### src/design/clns_pkg.sv
// Shared types, codes and constants of the character LCD nibble sequencer.
`timescale 1ns / 1ps
`default_nettype none

package clns_pkg;

  // Request kinds.
  localparam logic [2:0] KIND_COMMAND   = 3'd0;
  localparam logic [2:0] KIND_CHARACTER = 3'd1;
  localparam logic [2:0] KIND_CURSOR    = 3'd2;
  localparam logic [2:0] KIND_INIT      = 3'd3;
  localparam logic [2:0] KIND_BACKLIGHT = 3'd4;

  // Result status codes.
  localparam logic [1:0] STATUS_OK       = 2'd0;
  localparam logic [1:0] STATUS_NOT_INIT = 2'd1;
  localparam logic [1:0] STATUS_BAD_ROW  = 2'd2;

  // Configuration register indexes.
  localparam logic CFG_ACTIVE_LOW = 1'b0;
  localparam logic CFG_ROW_BASE   = 1'b1;

  // Display geometry.
  localparam logic [7:0] ROW_COUNT     = 8'd2;
  localparam logic [6:0] ROW_BASE_RST  = 7'd64;

  // Command codes; clear and home need the long execution time.
  localparam logic [7:0] CMD_CLEAR = 8'h01;
  localparam logic [7:0] CMD_HOME  = 8'h02;
  localparam logic [7:0] CMD_SET_DDRAM = 8'h80;

  // Waits in microseconds; the EN, nibble and last-write waits already include the 50 us write gap.
  localparam logic [17:0] WAIT_NONE      = 18'd0;
  localparam logic [17:0] WAIT_EN        = 18'd50;
  localparam logic [17:0] WAIT_CMD_LAST  = 18'd170;
  localparam logic [17:0] WAIT_SLOW_LAST = 18'd5050;
  localparam logic [17:0] WAIT_NIB_LONG  = 18'd10050;
  localparam logic [17:0] WAIT_NIB_MID   = 18'd2050;
  localparam logic [17:0] WAIT_POWER_UP  = 18'd200000;
  localparam logic [17:0] WAIT_KNOWN     = 18'd1000;

  // Power-up sequence bounds.
  localparam logic [2:0] INIT_NIB_LAST = 3'd3;
  localparam logic [2:0] INIT_CMD_LAST = 3'd4;
  localparam logic [1:0] PHASE_EN_HIGH = 2'd2;
  localparam logic [1:0] PHASE_LAST    = 2'd3;
  localparam logic [2:0] BYTE_WR_LAST  = 3'd7;

  typedef enum logic [2:0] {
    ST_IDLE,
    ST_ERROR,
    ST_BLITE,
    ST_PWRUP,
    ST_KNOWN,
    ST_NIBBLE,
    ST_BYTE
  } state_e;

  // What the datapath puts in the output register.
  typedef enum logic [2:0] {
    RES_ERROR,
    RES_POWER,
    RES_KNOWN,
    RES_NIBBLE,
    RES_BYTE,
    RES_BLITE
  } res_e;

  typedef struct packed {
    logic       accept;
    logic       clr_ready;
    logic       set_ready;
    logic       set_bl;
    logic       emit;
    res_e       res;
    logic [1:0] err_status;
    logic [2:0] cnt;
    logic [2:0] item;
    logic       init_seq;
    logic       last;
  } ctrl_cmd_t;

  typedef struct packed {
    logic ready;
    logic row_bad;
    logic out_free;
  } dp_status_t;

  // Setup commands sent after the nibble sequence.
  function automatic logic [7:0] init_cmd_byte(input logic [2:0] idx);
    logic [7:0] b;
    unique case (idx)
      3'd0:    b = 8'h28;
      3'd1:    b = 8'h08;
      3'd2:    b = 8'h01;
      3'd3:    b = 8'h06;
      default: b = 8'h0C;
    endcase
    return b;
  endfunction

  // Wait after the last write of each power-up nibble.
  function automatic logic [17:0] init_nib_wait(input logic [2:0] idx);
    logic [17:0] w;
    unique case (idx)
      3'd0, 3'd1: w = WAIT_NIB_LONG;
      3'd2:       w = WAIT_NIB_MID;
      default:    w = WAIT_CMD_LAST;
    endcase
    return w;
  endfunction

endpackage

`default_nettype wire

### src/design/clns_ctrl.sv
// Controller state machine that steps through the writes of each request.
`timescale 1ns / 1ps
`default_nettype none

module clns_ctrl (
  input  wire                    clk_i,
  input  wire                    rst_ni,
  input  wire                    in_valid_i,
  output logic                   in_stall_o,
  input  wire [2:0]              kind_i,
  input  clns_pkg::dp_status_t   sts_i,
  output clns_pkg::ctrl_cmd_t    cmd_o
);
  import clns_pkg::*;

  state_e     state_q, state_d;
  logic [2:0] cnt_q, cnt_d;
  logic [2:0] item_q, item_d;
  logic       init_q, init_d;
  logic [1:0] err_q, err_d;
  logic       accept;
  logic       go;

  // A new request is taken only between requests.
  assign in_stall_o = (state_q != ST_IDLE);
  assign accept     = in_valid_i && (state_q == ST_IDLE);
  assign go         = sts_i.out_free;

  // Next state and step counters.
  always_comb begin
    state_d = state_q;
    cnt_d   = cnt_q;
    item_d  = item_q;
    init_d  = init_q;
    err_d   = err_q;
    unique case (state_q)
      ST_IDLE: begin
        if (accept) begin
          cnt_d  = 3'd0;
          item_d = 3'd0;
          init_d = 1'b0;
          unique case (kind_i) inside
            KIND_COMMAND, KIND_CHARACTER: begin
              if (sts_i.ready) begin
                state_d = ST_BYTE;
              end else begin
                state_d = ST_ERROR;
                err_d   = STATUS_NOT_INIT;
              end
            end
            KIND_CURSOR: begin
              if (!sts_i.ready) begin
                state_d = ST_ERROR;
                err_d   = STATUS_NOT_INIT;
              end else if (sts_i.row_bad) begin
                state_d = ST_ERROR;
                err_d   = STATUS_BAD_ROW;
              end else begin
                state_d = ST_BYTE;
              end
            end
            KIND_INIT: begin
              state_d = ST_PWRUP;
            end
            KIND_BACKLIGHT: begin
              if (sts_i.ready) begin
                state_d = ST_BLITE;
              end else begin
                state_d = ST_ERROR;
                err_d   = STATUS_NOT_INIT;
              end
            end
            default: begin
              state_d = ST_IDLE;
            end
          endcase
        end
      end
      ST_ERROR, ST_BLITE: begin
        if (go) begin
          state_d = ST_IDLE;
        end
      end
      ST_PWRUP: begin
        if (go) begin
          state_d = ST_KNOWN;
        end
      end
      ST_KNOWN: begin
        if (go) begin
          state_d = ST_NIBBLE;
          cnt_d   = 3'd0;
          item_d  = 3'd0;
        end
      end
      ST_NIBBLE: begin
        if (go) begin
          cnt_d = cnt_q + 3'd1;
          if (cnt_q[1:0] == PHASE_LAST) begin
            cnt_d = 3'd0;
            if (item_q == INIT_NIB_LAST) begin
              state_d = ST_BYTE;
              item_d  = 3'd0;
              init_d  = 1'b1;
            end else begin
              item_d = item_q + 3'd1;
            end
          end
        end
      end
      ST_BYTE: begin
        if (go) begin
          cnt_d = cnt_q + 3'd1;
          if (cnt_q == BYTE_WR_LAST) begin
            if (init_q && (item_q != INIT_CMD_LAST)) begin
              item_d = item_q + 3'd1;
            end else begin
              state_d = ST_IDLE;
            end
          end
        end
      end
      default: begin
        state_d = ST_IDLE;
      end
    endcase
  end

  // Commands to the datapath.
  always_comb begin
    cmd_o            = '0;
    cmd_o.res        = RES_ERROR;
    cmd_o.accept     = accept;
    cmd_o.clr_ready  = accept && (kind_i == KIND_INIT);
    cmd_o.set_bl     = accept && (kind_i == KIND_BACKLIGHT);
    cmd_o.err_status = err_q;
    cmd_o.cnt        = cnt_q;
    cmd_o.item       = item_q;
    cmd_o.init_seq   = init_q;
    unique case (state_q)
      ST_IDLE: begin
        cmd_o.emit = 1'b0;
      end
      ST_ERROR: begin
        cmd_o.emit = go;
        cmd_o.res  = RES_ERROR;
        cmd_o.last = 1'b1;
      end
      ST_BLITE: begin
        cmd_o.emit = go;
        cmd_o.res  = RES_BLITE;
        cmd_o.last = 1'b1;
      end
      ST_PWRUP: begin
        cmd_o.emit = go;
        cmd_o.res  = RES_POWER;
      end
      ST_KNOWN: begin
        cmd_o.emit = go;
        cmd_o.res  = RES_KNOWN;
      end
      ST_NIBBLE: begin
        cmd_o.emit = go;
        cmd_o.res  = RES_NIBBLE;
      end
      ST_BYTE: begin
        cmd_o.emit = go;
        cmd_o.res  = RES_BYTE;
        cmd_o.last = (cnt_q == BYTE_WR_LAST) && (!init_q || (item_q == INIT_CMD_LAST));
        cmd_o.set_ready = go && (cnt_q == BYTE_WR_LAST) && init_q &&
                          (item_q == INIT_CMD_LAST);
      end
      default: begin
        cmd_o.emit = 1'b0;
      end
    endcase
  end

  // State and counter registers.
  always_ff @(posedge clk_i or negedge rst_ni) begin
    if (!rst_ni) begin
      state_q <= ST_IDLE;
      cnt_q   <= 3'd0;
      item_q  <= 3'd0;
      init_q  <= 1'b0;
      err_q   <= STATUS_OK;
    end else begin
      state_q <= state_d;
      cnt_q   <= cnt_d;
      item_q  <= item_d;
      init_q  <= init_d;
      err_q   <= err_d;
    end
  end

endmodule

`default_nettype wire

### src/design/clns_dp.sv
// Datapath: request capture, flags, configuration and the result register.
`timescale 1ns / 1ps
`default_nettype none

module clns_dp (
  input  wire                   clk_i,
  input  wire                   rst_ni,
  input  wire                   cfg_valid_i,
  input  wire                   cfg_index_i,
  input  wire [6:0]             cfg_data_i,
  input  wire [2:0]             kind_i,
  input  wire [7:0]             value_byte_i,
  input  wire [7:0]             column_i,
  input  wire [7:0]             row_number_i,
  input  wire                   light_on_i,
  input  clns_pkg::ctrl_cmd_t   cmd_i,
  output clns_pkg::dp_status_t  sts_o,
  output logic                  out_valid_o,
  input  wire                   out_stall_i,
  output logic [7:0]            expander_byte_o,
  output logic                  write_valid_o,
  output logic [17:0]           wait_us_o,
  output logic [1:0]            status_o,
  output logic                  last_o
);
  import clns_pkg::*;

  logic        active_low_q;
  logic [6:0]  row_base_q;
  logic        ready_q;
  logic        bl_flag_q;
  logic [7:0]  req_byte_q;
  logic        req_rs_q;
  logic        out_valid_q;
  logic [7:0]  out_byte_q;
  logic        out_wv_q;
  logic [17:0] out_wait_q;
  logic [1:0]  out_status_q;
  logic        out_last_q;

  logic [7:0]  cursor_addr;
  logic [7:0]  req_byte_d;
  logic        bl_bit;
  logic [7:0]  cur_byte;
  logic        cur_rs;
  logic [3:0]  nib;
  logic        en_bit;
  logic [7:0]  res_byte;
  logic        res_wv;
  logic [17:0] res_wait;
  logic [1:0]  res_status;

  // Status toward the controller.
  assign sts_o.ready    = ready_q;
  assign sts_o.row_bad  = (row_number_i >= ROW_COUNT);
  assign sts_o.out_free = !out_valid_q || !out_stall_i;

  // Cursor command: row zero starts at address zero.
  assign cursor_addr = (row_number_i == 8'd0) ? column_i : column_i + {1'b0, row_base_q};
  assign req_byte_d  = (kind_i == KIND_CURSOR) ? (CMD_SET_DDRAM | cursor_addr) : value_byte_i;

  // Configuration registers.
  always_ff @(posedge clk_i or negedge rst_ni) begin
    if (!rst_ni) begin
      active_low_q <= 1'b0;
      row_base_q   <= ROW_BASE_RST;
    end else if (cfg_valid_i) begin
      case (cfg_index_i)
        CFG_ACTIVE_LOW: active_low_q <= cfg_data_i[0];
        CFG_ROW_BASE:   row_base_q   <= cfg_data_i;
        default:        row_base_q   <= row_base_q;
      endcase
    end
  end

  // Initialized and backlight flags.
  always_ff @(posedge clk_i or negedge rst_ni) begin
    if (!rst_ni) begin
      ready_q   <= 1'b0;
      bl_flag_q <= 1'b1;
    end else begin
      if (cmd_i.clr_ready) begin
        ready_q <= 1'b0;
      end else if (cmd_i.set_ready) begin
        ready_q <= 1'b1;
      end
      if (cmd_i.set_bl) begin
        bl_flag_q <= light_on_i;
      end
    end
  end

  // Request capture.
  always_ff @(posedge clk_i) begin
    if (cmd_i.accept) begin
      req_byte_q <= req_byte_d;
      req_rs_q   <= (kind_i == KIND_CHARACTER);
    end
  end

  // Expander byte and wait for the current step.
  assign bl_bit   = bl_flag_q ^ active_low_q;
  assign cur_byte = cmd_i.init_seq ? init_cmd_byte(cmd_i.item) : req_byte_q;
  assign cur_rs   = cmd_i.init_seq ? 1'b0 : req_rs_q;
  assign en_bit   = (cmd_i.cnt[1:0] == PHASE_EN_HIGH);

  always_comb begin
    nib        = 4'h0;
    res_byte   = 8'h00;
    res_wv     = 1'b1;
    res_wait   = WAIT_EN;
    res_status = STATUS_OK;
    case (cmd_i.res)
      RES_ERROR: begin
        res_wv     = 1'b0;
        res_wait   = WAIT_NONE;
        res_status = cmd_i.err_status;
      end
      RES_POWER: begin
        res_wv   = 1'b0;
        res_wait = WAIT_POWER_UP;
      end
      RES_KNOWN: begin
        res_byte = {4'h0, bl_bit, 3'b000};
        res_wait = WAIT_KNOWN;
      end
      RES_BLITE: begin
        res_byte = {4'h0, bl_bit, 3'b000};
        res_wait = WAIT_NONE;
      end
      RES_NIBBLE: begin
        nib      = (cmd_i.item == INIT_NIB_LAST) ? 4'h2 : 4'h3;
        res_byte = {nib, bl_bit, en_bit, 1'b0, 1'b0};
        if (cmd_i.cnt[1:0] == PHASE_LAST) begin
          res_wait = init_nib_wait(cmd_i.item);
        end
      end
      RES_BYTE: begin
        nib      = cmd_i.cnt[2] ? cur_byte[3:0] : cur_byte[7:4];
        res_byte = {nib, bl_bit, en_bit, 1'b0, cur_rs};
        if (cmd_i.cnt == BYTE_WR_LAST) begin
          if (!cur_rs && ((cur_byte == CMD_CLEAR) || (cur_byte == CMD_HOME))) begin
            res_wait = WAIT_SLOW_LAST;
          end else begin
            res_wait = WAIT_CMD_LAST;
          end
        end
      end
      default: begin
        res_wv = 1'b0;
      end
    endcase
  end

  // Output register: holds a result until the receiver takes it.
  always_ff @(posedge clk_i or negedge rst_ni) begin
    if (!rst_ni) begin
      out_valid_q <= 1'b0;
    end else if (cmd_i.emit) begin
      out_valid_q <= 1'b1;
    end else if (!out_stall_i) begin
      out_valid_q <= 1'b0;
    end
  end

  always_ff @(posedge clk_i) begin
    if (cmd_i.emit) begin
      out_byte_q   <= res_byte;
      out_wv_q     <= res_wv;
      out_wait_q   <= res_wait;
      out_status_q <= res_status;
      out_last_q   <= cmd_i.last;
    end
  end

  assign out_valid_o     = out_valid_q;
  assign expander_byte_o = out_byte_q;
  assign write_valid_o   = out_wv_q;
  assign wait_us_o       = out_wait_q;
  assign status_o        = out_status_q;
  assign last_o          = out_last_q;

  // A new result never overwrites one that is still waiting.
  a_emit_free: assert property (@(posedge clk_i) disable iff (!rst_ni)
    cmd_i.emit |-> (!out_valid_q || !out_stall_i))
    else $error("result loaded over a pending result");

  // Error results close their request.
  a_err_last: assert property (@(posedge clk_i) disable iff (!rst_ni)
    (cmd_i.emit && (cmd_i.res == RES_ERROR)) |-> cmd_i.last)
    else $error("error result without last");

  // The end of power-up leaves the display initialized.
  a_ready_set: assert property (@(posedge clk_i) disable iff (!rst_ni)
    cmd_i.set_ready |=> ready_q)
    else $error("ready flag not set after power-up");

  // Wait-only and error results carry a zero byte.
  a_zero_byte: assert property (@(posedge clk_i) disable iff (!rst_ni)
    (out_valid_q && !out_wv_q) |-> (out_byte_q == 8'h00))
    else $error("non-write result carries a byte");

endmodule

`default_nettype wire

### src/design/char_lcd_nibble_sequencer_unit.sv
// Top level of the character LCD nibble sequencer.
// The request is first registered in the controller state; each result is then loaded
// into the output register when the output is free. Throughput: one result per cycle
// while the output is not stalled; the controller walks the expander writes of a request
// in order and takes a new request only after the last write of the one before is loaded.
// Reset: asynchronous, active low; not initialized, backlight on, row base 64.
`timescale 1ns / 1ps
`default_nettype none

module char_lcd_nibble_sequencer_unit (
  input  wire         clk_i,
  input  wire         rst_ni,
  input  wire         cfg_valid_i,
  output logic        cfg_ready_o,
  input  wire         cfg_index_i,
  input  wire  [6:0]  cfg_data_i,
  input  wire         in_valid_i,
  output logic        in_stall_o,
  input  wire  [2:0]  kind_i,
  input  wire  [7:0]  value_byte_i,
  input  wire  [7:0]  column_i,
  input  wire  [7:0]  row_number_i,
  input  wire         light_on_i,
  output logic        out_valid_o,
  input  wire         out_stall_i,
  output logic [7:0]  expander_byte_o,
  output logic        write_valid_o,
  output logic [17:0] wait_us_o,
  output logic [1:0]  status_o,
  output logic        last_o
);
  import clns_pkg::*;

  ctrl_cmd_t  cmd;
  dp_status_t sts;

  // Configuration writes are always taken.
  assign cfg_ready_o = 1'b1;

  clns_ctrl u_ctrl (
    .clk_i      (clk_i),
    .rst_ni     (rst_ni),
    .in_valid_i (in_valid_i),
    .in_stall_o (in_stall_o),
    .kind_i     (kind_i),
    .sts_i      (sts),
    .cmd_o      (cmd)
  );

  clns_dp u_dp (
    .clk_i           (clk_i),
    .rst_ni          (rst_ni),
    .cfg_valid_i     (cfg_valid_i && cfg_ready_o),
    .cfg_index_i     (cfg_index_i),
    .cfg_data_i      (cfg_data_i),
    .kind_i          (kind_i),
    .value_byte_i    (value_byte_i),
    .column_i        (column_i),
    .row_number_i    (row_number_i),
    .light_on_i      (light_on_i),
    .cmd_i           (cmd),
    .sts_o           (sts),
    .out_valid_o     (out_valid_o),
    .out_stall_i     (out_stall_i),
    .expander_byte_o (expander_byte_o),
    .write_valid_o   (write_valid_o),
    .wait_us_o       (wait_us_o),
    .status_o        (status_o),
    .last_o          (last_o)
  );

endmodule

`default_nettype wire

### config.mk
export PLATFORM = sky130hd
export DESIGN_NAME = char_lcd_nibble_sequencer_unit
export DESIGN_NICKNAME = d
export VERILOG_FILES = /design/src/design/clns_pkg.sv /design/src/design/clns_ctrl.sv /design/src/design/clns_dp.sv /design/src/design/char_lcd_nibble_sequencer_unit.sv
export SDC_FILE = /design/constraint.sdc
export NUM_CORES = 1
export LEC_CHECK = 0
export ABC_CLOCK_PERIOD_IN_PS = 4100
export BUFFER_PORTS_ARGS = -buffer_cell sky130_fd_sc_hd__buf_2
export CAP_MARGIN = 5
export CORE_MARGIN = 5
export CORE_UTILIZATION = 37
export CTS_CLUSTER_DIAMETER = 50
export DETAILED_ROUTE_END_ITERATION = 12
export PLACE_DENSITY_LB_ADDON = 0.08
export SYNTH_ARGS = -nofsm -noshare
export SYNTH_HDL_FRONTEND = slang
export SYNTH_HIERARCHICAL = 1
export SYNTH_SLANG_ARGS = --single-unit
### constraint.sdc
create_clock -name clk_i -period 4.1 [get_ports clk_i]
set_clock_uncertainty 0.15 [all_clocks]
set_input_delay 0.41 -clock clk_i [delete_from_list [all_inputs] [get_ports clk_i]]
set_output_delay 0.41 -clock clk_i [all_outputs]
set_load 0.05 [all_outputs]
==> Flow_metrics.wiki <==
{| class="wikitable"
! Metric !! Value
|-
| Result of the run || finished, final reports clean
|-
| P_leak || 1.59 nW
|-
| Setup repair after global routing missed its margin || no
|-
| Remaining Overflow, GRT || 0
|-
| GPL Wtd Cong || 0.783
|-
| Number of max-slew violations in the final report || 0
|-
| H-tree depth || 2
|-
| Sink of the worst hold path || u_dp/row_base_q[5]
|-
| Hold Fails Final Rpt || 0
|-
| Wire length of the first global-routing pass || 11.8 mm
|-
| CTS resizes || 0
|-
| Post-route clock period utilization || 64.3%
|-
| Placed cell count || 472
|-
| Layout cell share with drive strength beyond 1 || 29.2%
|-
| Vias in the first global route || 2472
|-
| WHS || 0.182 ns
|-
| Primary FF master, synth || sky130_fd_sc_hd__edfxtp_1
|-
| Cell Int Power || 0.00138 W
|-
| Endpoint type of the worst setup path || flip-flop
|-
| Cell area after synthesis || 3340 µm²
|-
| Worst voltage drop across the vdd grid || 0.231 mV
|-
| Total Die Area || 11000 µm²
|-
| Highest Clock Rate || 0.380 GHz
|-
| Worst setup startpoint || u_ctrl/state_q[1]
|-
| FF-to-FF path depth || 7
|-
| Min-Delay Path Class || input port to flip-flop
|-
| DRC marker count from the first detailed-route iteration || 66
|-
| Number of diodes added for antenna fixing || 0
|-
| GRT met1 Usage || 16.8%
|-
| Required time worst endpoint || 4.13 ns
|-
| Count of nets left with antenna violations after detail routing || 0
|-
| Depth of the worst hold-timing path || 2
|-
| Net count of the finished layout || 427
|-
| Seq pwr share || 37.4%
|-
| DIE WIDTH || 105 µm
|-
| Number of synthesized register bits || 55
|-
| GR met2 Demand/Resource || 20.9%
|-
| Delay contributed by the slowest stage of the critical path || 0.69 ns
|-
| Clock-pin transition on the worst setup and hold timing paths || 0.10 ns
|-
| CTS tree || yes
|-
| Crit path arrival time || 2.67 ns
|-
| Number of vias per cell after detailed routing || 5.19
|-
| Busiest metal layer after global routing || met2
|-
| Pre-Repair DR Iteration Count || 4
|-
| Pin count of the biggest net entering global routing || 25
|-
| Sw Pwr || 0.00129 W
|-
| Number of buffers created by CTS || 5
|-
| Post-synth EDFFs || 32
|-
| Post-layout minimum cycle time || 2.63 ns
|-
| Tightest slew margin relative to the limit || 24.4%
|-
| Setup Total Neg Slack || 0 ns
|-
| Async set-reset flop share out of synthesis || 41.8%
|-
| I/O pin total || 74
|-
| Library cells used by synthesis || 66
|-
| Gate count after technology mapping || 315
|-
| Total via count in the routed design || 2498
|-
| Core area || 8760 µm²
|-
| All-Layer GR Usage || 12.8%
|-
| Area growth syn-to-layout || 13.5%
|-
| Fillers || 878
|-
| Critical Path Fanout Max || 18
|-
| Reg-to-reg startpoint || u_ctrl/state_q[1]
|-
| Min-delay src || cfg_data_i[5]
|-
| Logic pwr share || 51.2%
|-
| Cell Count, Final, Fillers Out || 481
|-
| Maximum buffer depth of the clock tree || 2
|-
| Die boundary height || 105 µm
|-
| Tightest Pin Transition || 1.13 ns
|-
| Start-to-end type of the worst setup path || flip-flop to flip-flop
|-
| Mean Syn Cell Area || 10.6 µm²
|-
| Reg-to-reg endpoint || u_dp/wait_us_o[8]
|-
| Cell type of the slowest stage on the worst timing path || sky130_fd_sc_hd__dfrtp_1
|-
| Share of power burned in the clock network || 11.3%
|-
| IO Port Bufs || 66
|-
| Total number of clock tree sinks || 55
|-
| Number of core rows || 34
|-
| Initial antenna violation count || 0
|-
| DR WL/cell || 14.6 µm
|-
| Count of yosys warnings during synthesis || 6
|-
| Effective utilization at floorplan || 38.1%
|-
| Reg2Reg Setup Slack || 1.47 ns
|-
| Library cell used as clock root buffer || sky130_fd_sc_hd__clkbuf_8
|-
| Detailed placement HPWL || 5.39 mm
|-
| Type of origin of the critical path || flip-flop
|-
| Total detailed-routing wirelength || 7.04 mm
|-
| Remaining DRCs || 0
|-
| Sequence of cells on the critical path || nand3b_1 > o21ai_0 > buf_4 > nor2_1 > nand2_1 > nor4_1 > or2_2
|-
| Met3 Use GR || 3.27%
|-
| Source-to-sink clock delay at the later pin of the worst-skew pair || 0.31 ns
|-
| Max-cap violations || 0
|-
| Net switching share of the total power || 48.3%
|-
| PwrDens || 706 nW/µm²
|-
| Share of synthesized area occupied by flip-flops and latches || 46.1%
|-
| Final Setup Violations || 0
|}
-- critical path, delay by kind of cell (launching register included) --
family	cells	cell delay, ns
and+or+nand+nor	5	1.34
DFF	1	0.69
buffers and inverters	1	0.19
AOI/OAI and AO/OA	1	0.14
-- power by group through the flow --
stage | Clock, W | Combinational, W | Sequential [W]
after floorplan | 0 | 0.000736 | 0.00137
final | 0.000303 | 0.00137 | 0.00100
after detailed placement | 0 | 0.00138 | 0.00102
after global placement | 0 | 0.00138 | 0.00101
after global routing | 0.000340 | 0.00148 | 0.00103
after CTS | 0.000315 | 0.00139 | 0.00100
-- registers in the layout, indices dropped and copies added, names as in the netlist, 2 cells and up --
name,flops
u_dp/wait_us_o,12
u_dp/req_byte_q,8
u_ctrl/err_q,2
u_ctrl/state_q,3
u_dp/expander_byte_o,7
u_dp/row_base_q,7
u_ctrl/cnt_q,3
u_dp/status_o,2
u_ctrl/item_q,3
-- worst max-delay path by stage --
stage	to	slack [ns]	cells past startpoint
after floorplan	u_ctrl/err_q[0]	1.78	5
after global placement	u_dp/wait_us_o[8]	1.44	7
after detailed placement	u_dp/wait_us_o[8]	1.46	7
after CTS	u_dp/wait_us_o[8]	1.44	7
after global routing	u_dp/wait_us_o[8]	1.19	7
final	u_dp/wait_us_o[8]	1.47	7
-- repair_timing --
action	CTS	global route
hold endpoints to repair	21	0
endpoints found under the setup margin	0	0
hold buffers	1	0
setup buffers	0	0
-- routing by layer --
| metal | routed length, µm | share of wire (%) |
|---|---|---|
| met4 | 63 | 0.89 |
| met1 | 3250 | 46 |
| met2 | 3330 | 47 |
| met5 | 0 | 0 |
| met3 | 400 | 5.7 |
-- cells in the final DEF (no fill, tap or decap), types with 2 or more instances in the layout --
master and count:
sky130_fd_sc_hd__conb_1 6, sky130_fd_sc_hd__dfstp_2 2, sky130_fd_sc_hd__nor4_1 2, sky130_fd_sc_hd__mux2i_1 10
sky130_fd_sc_hd__o22a_1 3, sky130_fd_sc_hd__clkinvlp_4 2, sky130_fd_sc_hd__o21ai_0 17, sky130_fd_sc_hd__nor2_1 20
sky130_fd_sc_hd__buf_4 3, sky130_fd_sc_hd__and2_1 5, sky130_fd_sc_hd__a21oi_1 14, sky130_fd_sc_hd__o21ai_2 3
sky130_fd_sc_hd__nand2_1 18, sky130_fd_sc_hd__nor3b_1 6, sky130_fd_sc_hd__nand3_1 7, sky130_fd_sc_hd__edfxtp_1 32
sky130_fd_sc_hd__nor3_1 10, sky130_fd_sc_hd__a21o_1 2, sky130_fd_sc_hd__nand2b_1 4, sky130_fd_sc_hd__clkbuf_8 5
sky130_fd_sc_hd__xnor2_1 4, sky130_fd_sc_hd__inv_1 15, sky130_fd_sc_hd__a211oi_1 5, sky130_fd_sc_hd__and3b_1 2
sky130_fd_sc_hd__mux2_2 14, sky130_fd_sc_hd__dfrtp_1 21, sky130_fd_sc_hd__o21ai_1 4, sky130_fd_sc_hd__nand3b_1 2
sky130_fd_sc_hd__nand4_1 2, sky130_fd_sc_hd__ha_1 13, sky130_fd_sc_hd__or4_1 2, sky130_fd_sc_hd__o21a_1 2
sky130_fd_sc_hd__o22ai_1 3, sky130_fd_sc_hd__xor2_1 4, sky130_fd_sc_hd__or2_2 2, sky130_fd_sc_hd__nor2b_1 8
sky130_fd_sc_hd__a31oi_1 3, sky130_fd_sc_hd__buf_2 66
-- cells in the mapped netlist (all sizes together) (2+ instances only) --
master	number	area (µm²)
inv	16	60.1
nand3b	2	15.0
and3b	2	17.5
xnor2	4	35.0
buf	17	125
o22a	3	26.3
ha	13	163
edfxtp	32	961
dfstp	2	52.6
xor2	4	35.0
or4	3	26.3
a21o	2	15.0
and2	5	31.3
clkbuf	7	26.3
mux2	16	184
nor2b	8	50.1
nand3	8	45.0
dfrtp	21	526
nand2	18	67.6
o22ai	3	18.8
nand2b	4	25.0
o21ai	24	131
or2	2	12.5
nor3b	6	45.0
o21a	2	15.0
conb	2	7.51
mux2i	10	100
o211ai	2	20.0
nor3	10	50.1
nand4	2	12.5
nor4	2	12.5
a31oi	3	18.8
nor2	21	86.3
a211oi	5	37.5
a21oi	14	70.1
or3	2	17.5
-- logic make-up (layout without fill, tap and decap cells) --
| group | after synthesis | after routing | share of synthesized area [%] |
|---|---|---|---|
| xor+xnor | 8 | 8 | 2.10 |
| fa+ha+maj | 15 | 15 | 5.77 |
| simple gates | 100 | 100 | 16.7 |
| buf+inv | 40 | 94 | 6.33 |
| mux | 26 | 26 | 8.51 |
| other cells | 2 | 6 | 0.225 |
| flops | 55 | 55 | 46.1 |
| compound gates | 69 | 69 | 14.3 |
-- through the flow --
step	cell area, µm²	worst slack, ns	total power (W)	utilization [%]
4_1_cts	3790	1.44	0.00271	43.2
3_5_place_dp	3690	1.46	0.00240	42.1
5_1_grt	3790	1.19	0.00285	43.2
3_3_place_gp	3690	1.44	0.00239	42.1
2_1_floorplan	3350	1.78	0.00210	-
6_report	3790	1.47	0.00267	43.2
-- layout make-up --
cell class              instances  area, µm²  share of cell area (%)
multi-input cells             224       1600                    42.3
flip-flops and latches         55       1540                    40.6
repair buffers                 70        363                    9.58
well taps                     108        135                    3.57
clock buffers                   5       68.8                    1.82
inverters                      16       60.1                    1.59
clock inverters                 3       20.0                   0.528
No activity file was read; power rests on OpenSTA's default activity.
